--- src/idiv128_pkg.sv ---
package idiv128_pkg;

    // Operand width of the divider; the port halves are fixed at 64 bits.
    localparam int OPERAND_BITS = 128;
    localparam int WORD_BITS    = 64;
    localparam int FULL_BITS    = 2 * WORD_BITS;

    // Operation codes carried on the cmd field.
    localparam logic CMD_UNSIGNED = 1'b0;
    localparam logic CMD_SIGNED   = 1'b1;

    typedef logic [OPERAND_BITS-1:0] operand_t;

    // One word in flight through the division array.
    // The aq field starts as the dividend magnitude.
    // Each step shifts one dividend bit out of its top and one quotient bit into its bottom.
    typedef struct packed {
        logic     valid;
        logic     neg_quo;
        logic     neg_rem;
        logic     div_zero;
        operand_t rem;
        operand_t aq;
        operand_t divisor;
    } stage_t;

    function automatic operand_t negate(input operand_t v);
        negate = operand_t'(~v + operand_t'(1));
    endfunction

endpackage

--- src/idiv128_step.sv ---
module idiv128_step (
    input  logic                aclk,
    input  logic                aresetn,
    input  logic                en,
    input  idiv128_pkg::stage_t stage_in,
    output idiv128_pkg::stage_t stage_out
);
    import idiv128_pkg::*;

    logic [OPERAND_BITS:0] partial;
    logic [OPERAND_BITS:0] diff;
    logic                  qbit;
    stage_t                stage_next;
    stage_t                data_reg;
    logic                  valid_reg;

    // One restoring step: shift in the next dividend bit, then subtract the
    // divisor when the partial remainder is large enough.
    always_comb begin
        partial    = {stage_in.rem, stage_in.aq[OPERAND_BITS-1]};
        diff       = partial - {1'b0, stage_in.divisor};
        qbit       = ~diff[OPERAND_BITS];
        stage_next = stage_in;
        stage_next.rem = qbit ? diff[OPERAND_BITS-1:0] : partial[OPERAND_BITS-1:0];
        stage_next.aq  = {stage_in.aq[OPERAND_BITS-2:0], qbit};
    end

    always_ff @(posedge aclk) begin
        if (!aresetn) begin
            valid_reg <= 1'b0;
        end else if (en) begin
            valid_reg <= stage_next.valid;
        end
    end

    always_ff @(posedge aclk) begin
        if (en) begin
            data_reg <= stage_next;
        end
    end

    always_comb begin
        stage_out       = data_reg;
        stage_out.valid = valid_reg;
    end

endmodule

--- config.mk ---
export PLATFORM = sky130hd
export DESIGN_NAME = idiv128_step
export DESIGN_NICKNAME = d
export VERILOG_FILES = /design/src/idiv128_pkg.sv /design/src/idiv128_step.sv
export SDC_FILE = /design/constraint.sdc
export NUM_CORES = 1
export LEC_CHECK = 0
export BUFFER_PORTS_ARGS = -buffer_cell sky130_fd_sc_hd__buf_4
export CAP_MARGIN = 15
export CORE_AREA = 4 4 305 307
export CTS_CLUSTER_DIAMETER = 200
export DETAILED_ROUTE_END_ITERATION = 16
export DIE_AREA = 0 0 309 311
export SLEW_MARGIN = 10
export SYNTH_ARGS = -nofsm -noshare
export SYNTH_HDL_FRONTEND = slang
export SYNTH_SLANG_ARGS = --single-unit
--- constraint.sdc ---
create_clock -name aclk -period 5.31 [get_ports aclk]
set_input_delay 0.531 -clock aclk [delete_from_list [all_inputs] [get_ports aclk]]
set_output_delay 0.531 -clock aclk [all_outputs]
set_load 0.05 [all_outputs]
Word-level counts from Yosys, hierarchy flattened
Cells that the tools add are included.
Word-level totals
  register bits: 388
  logic and storage cells: 10
Cells by class
  add/sub/neg operators: 1
  muxes and demuxes: 1
  bitwise gates (word level): 1
Operator list (number)
  $sub A129 B128 Y129: 1
  $mux W128: 1
  $not A1 Y1: 1

Longest topological paths before layout
  depth in word-level cells: 2
  mapped depth: 19
  gate-level depth less buffers: 15

Least setup slack after synthesis
No wires, ideal clock.
  path kind: input-to-reg
  from: in stage_in[255] (netlist name)
  to: reg data_reg, in the netlist stage_out[381] (data pin)
  setup time: 0.259 ns
  data arrival time: 3.985 ns
  required time: 5.051 ns
  path slack: 1.067 ns
  stages on the path: 17
  cell sequence: inv_1 -> ha_1 -> fa_1 -> nand2b_1 -> a21oi_2 -> o21ai_2 -> a211oi_2 -> o2111ai_1 -> a2111o_1 -> a2111oi_4 -> a211oi_2 -> or2_1 -> buf_6 -> buf_6 -> buf_6 -> buf_2 -> a211o_1
RTL lines
  start, declared: line idiv128_step.sv:5  | input idiv128_pkg::stage_t stage_in,
  end signal, assigned: line idiv128_step.sv:38  | data_reg <= stage_next;
  end, declared: line idiv128_step.sv:14  | stage_t data_reg;

==> metrics.txt <==
final worst-path cycle share=82.6%; Post-synth EDFFs=387; sequential share of the synthesized area=52.0%; WL final=slightly above 100000 um; core area=approximately 90000 sq um; syn avg cell area=10.0 sq um; status=completed; hold endpoint=stage_out[190]; drc violations=0; TritonCTS clock tree=built; Final Wtd Congestion=0.925; Worst Skew=0 ns; Total GRT Usage=20.4%; main flop type after synthesis=edfxtp_1; Critical Path AT=approximately 4.7 ns; Die Y=roughly 310 um; start point of the worst hold path=stage_in[189]; clk slew on worst S/H paths=0.06 ns; setup tns final=0 ns; wire length per cell=24.4 um; Routed Antenna Nets=0; clk root buf=clkbuf_16; Initial Utilization=about a quarter; Slew HR=37.4%; Max Freq=0.228 GHz; CP Class=in2reg; ys async rst share=0%; max cap viols=0; Num CTS Buffers=48; post-CTS sizing=0; crit end category=flip-flop; R2R depth=2; Max Root-Sink Buffers=3; clk_lat worst skew=0.61 ns; Die X=309 um; fraction of final layout cells with drive strength greater than 1=30.4%; Layout Nets=3518; initial antenna violation count=16; Hold Path Class=in2reg; Cell Pwr Density=346 nW/um^2; Tmin final=4.39 ns; Syn Std Cell Area=between 20000 and 25000 sq um; peak supply drop=roughly 0.00020 V; FF-to-FF setup slack=4.71 ns; Post-CTS Hold Fix Bufs=0; H-tree depth=2; P_leak=~0.013 uW; post-synthesis cell type count=74; half-perimeter wire length after placement=85800 um; flops & latches, synth=388; CP Launch Type=input port; site row count=110; Ys Warns=0; DR vias=20500; Slowest-stage cell, CP=a2111o_1; Mapped Nets=2750; crit path buf inv count=3; PnR worst setup slack=0.925 ns; Iteration-0 DRC Markers=1487; largest net degree at the start of global routing=107; Final Util=a little over a third; RSZ-0062 raised after global routing=false; flip-flop count of the largest register after layout=387; family with the most delay on the worst path=compound AO/OA/AOI/OAI gates; max-slew violation count=0; first-pass iteration count of the detailed router=5; CP max FO=70; Area growth syn-to-layout=39.5%; CTS Sinks=388; IO Pins=779; worst slew pin tran=around 0.9 ns; WHS=0.0851 ns; first-pass GRT wire length=144000 um; endpoints failing hold=0; routed vias/inst=roughly 5; Reg-to-Reg End=valid_reg; Place WS=~0.31 ns; CP most frequent cell=buf_4; number of buffers inserted by port buffering=778; slowest cell delay on critical path=0.59 ns; setup violators final=0; aggregate global routing overflow=0; vias in the first global route=20700; post-synthesis instance total=2230; critical-path cell list=buf_4 -> ha_1 -> fa_1 -> nand2b_1 -> a21oi_2 -> o21ai_2 -> a211oi_2 -> o2111ai_1 -> a2111o_1 -> a2111oi_4 -> a22o_1 -> or2_4 -> buf_4 -> buf_12 -> o21ai_0; Hold Path Stages=1; Worst EP required=around 5.7 ns; Post-CTS Repair Setup Buffers=0; die area=96100 sq um; FF-to-FF Start=valid_reg
synthesized netlist by cell type (4+ instances only):
library cell  number  area (sq um)
clkbuf_1          78           293
o21a_1            20           150
nor3_1            40           200
a31oi_1           11          68.8
buf_2             16          80.1
nor2_1           127           477
nand2_1          302          1130
o21bai_1          37           278
o21ai_1           22           110
nand4_1           76           475
and2_1             6          37.5
o31ai_1           14           105
edfxtp_1         387         11600
and3_1             8          50.1
a21oi_1          216          1080
xor2_1            44           385
or2_2              9          56.3
nor4_1            10          62.6
nand2b_1          14          87.6
or3_1             12          75.1
inv_1            161           604
o41ai_1            4          35.0
buf_4              4          30.0
nor2b_1           11          68.8
o2111ai_1          7          61.3
a21o_1            52           390
nand3_1           17          85.1
o211ai_1          13          97.6
a211o_1            5          43.8
ha_1             128          1600
a211oi_1          11          82.6
xnor2_1           66           578
a21boi_0          14           105
or4_1              5          37.5
o21ai_0          214          1070
a221oi_1           5          43.8
cell usage in the layout, fill, tap and decap left out, types with 13 or more instances in the layout:
master     netlist  layout
a21boi_0        14      14
a21o_1          52      52
a21oi_1        216     216
buf_4            4     812
clkbuf_16        0      48
edfxtp_1       387     387
ha_1           128     128
inv_1          161     161
nand2_1        302     302
nand2b_1        14      14
nand3_1         17      17
nand4_1         76      76
nor2_1         127     127
nor3_1          40      40
o211ai_1        13      13
o21a_1          20      20
o21ai_0        214     214
o21ai_1         22      22
o21bai_1        37      37
o31ai_1         14      14
xnor2_1         66      66
xor2_1          44      44
power by group:
| part | switching [uW] | internal [uW] |
|---|---|---|
| clock network | 1410 | 1920 |
| registers | 102 | 3770 |
| logic | 2490 | 1110 |
per-layer routing:
layer / vias to the layer above / track usage [%] / wire length, um
met3: 184 / 6.55 / 8920
met4: 24 / 8.05 / 4580
met1: 9735 / 21.0 / 35600
li1: 9729 / - / -
met5: - / 0 / 172
met2: 792 / 37.9 / 53400
worst max-delay path by stage:
stage	slack (ns)	depth (start not counted)	from	endpoint
global route	0.67	16	stage_in[70]	stage_out[383]
finish	0.92	15	stage_in[0]	stage_out[275]
CTS	0.96	15	stage_in[0]	stage_out[275]
floorplan	1.07	17	stage_in[255]	stage_out[381]
global placement	0.29	16	stage_in[70]	stage_out[383]
detailed placement	0.31	15	stage_in[0]	stage_out[275]
stage by stage:
step	instances	total power, uW	cell area [sq um]
floorplan	2230	6130	22400
global placement	4124	7550	29700
detailed placement	4124	7560	29700
CTS	4213	11000	31200
global route	4213	11300	31200
finish	4215	10800	31200
cell families after synthesis:
group	share of synthesized area (%)
AOI/OAI and AO/OA	18.4
and+or+nand+nor	13.3
DFF	52.0
buffers and inverters	4.67
adders and majority gates	7.24
xor gates and xnor gates	4.30
muxes	0.145
cell type report:
| cell class | count | area [sq um] |
|---|---|---|
| fillers | 9362 | 58800 |
| diodes | 2 | 5.00 |
| flip-flops and latches | 388 | 11600 |
| clock buffers | 56 | 1230 |
| repair buffers | 819 | 6230 |
| inverters | 162 | 608 |
| clock inverters | 33 | 339 |
| multi-input cells | 1579 | 9700 |
| well taps | 1176 | 1470 |
No activity file was read; power rests on OpenSTA's default activity.
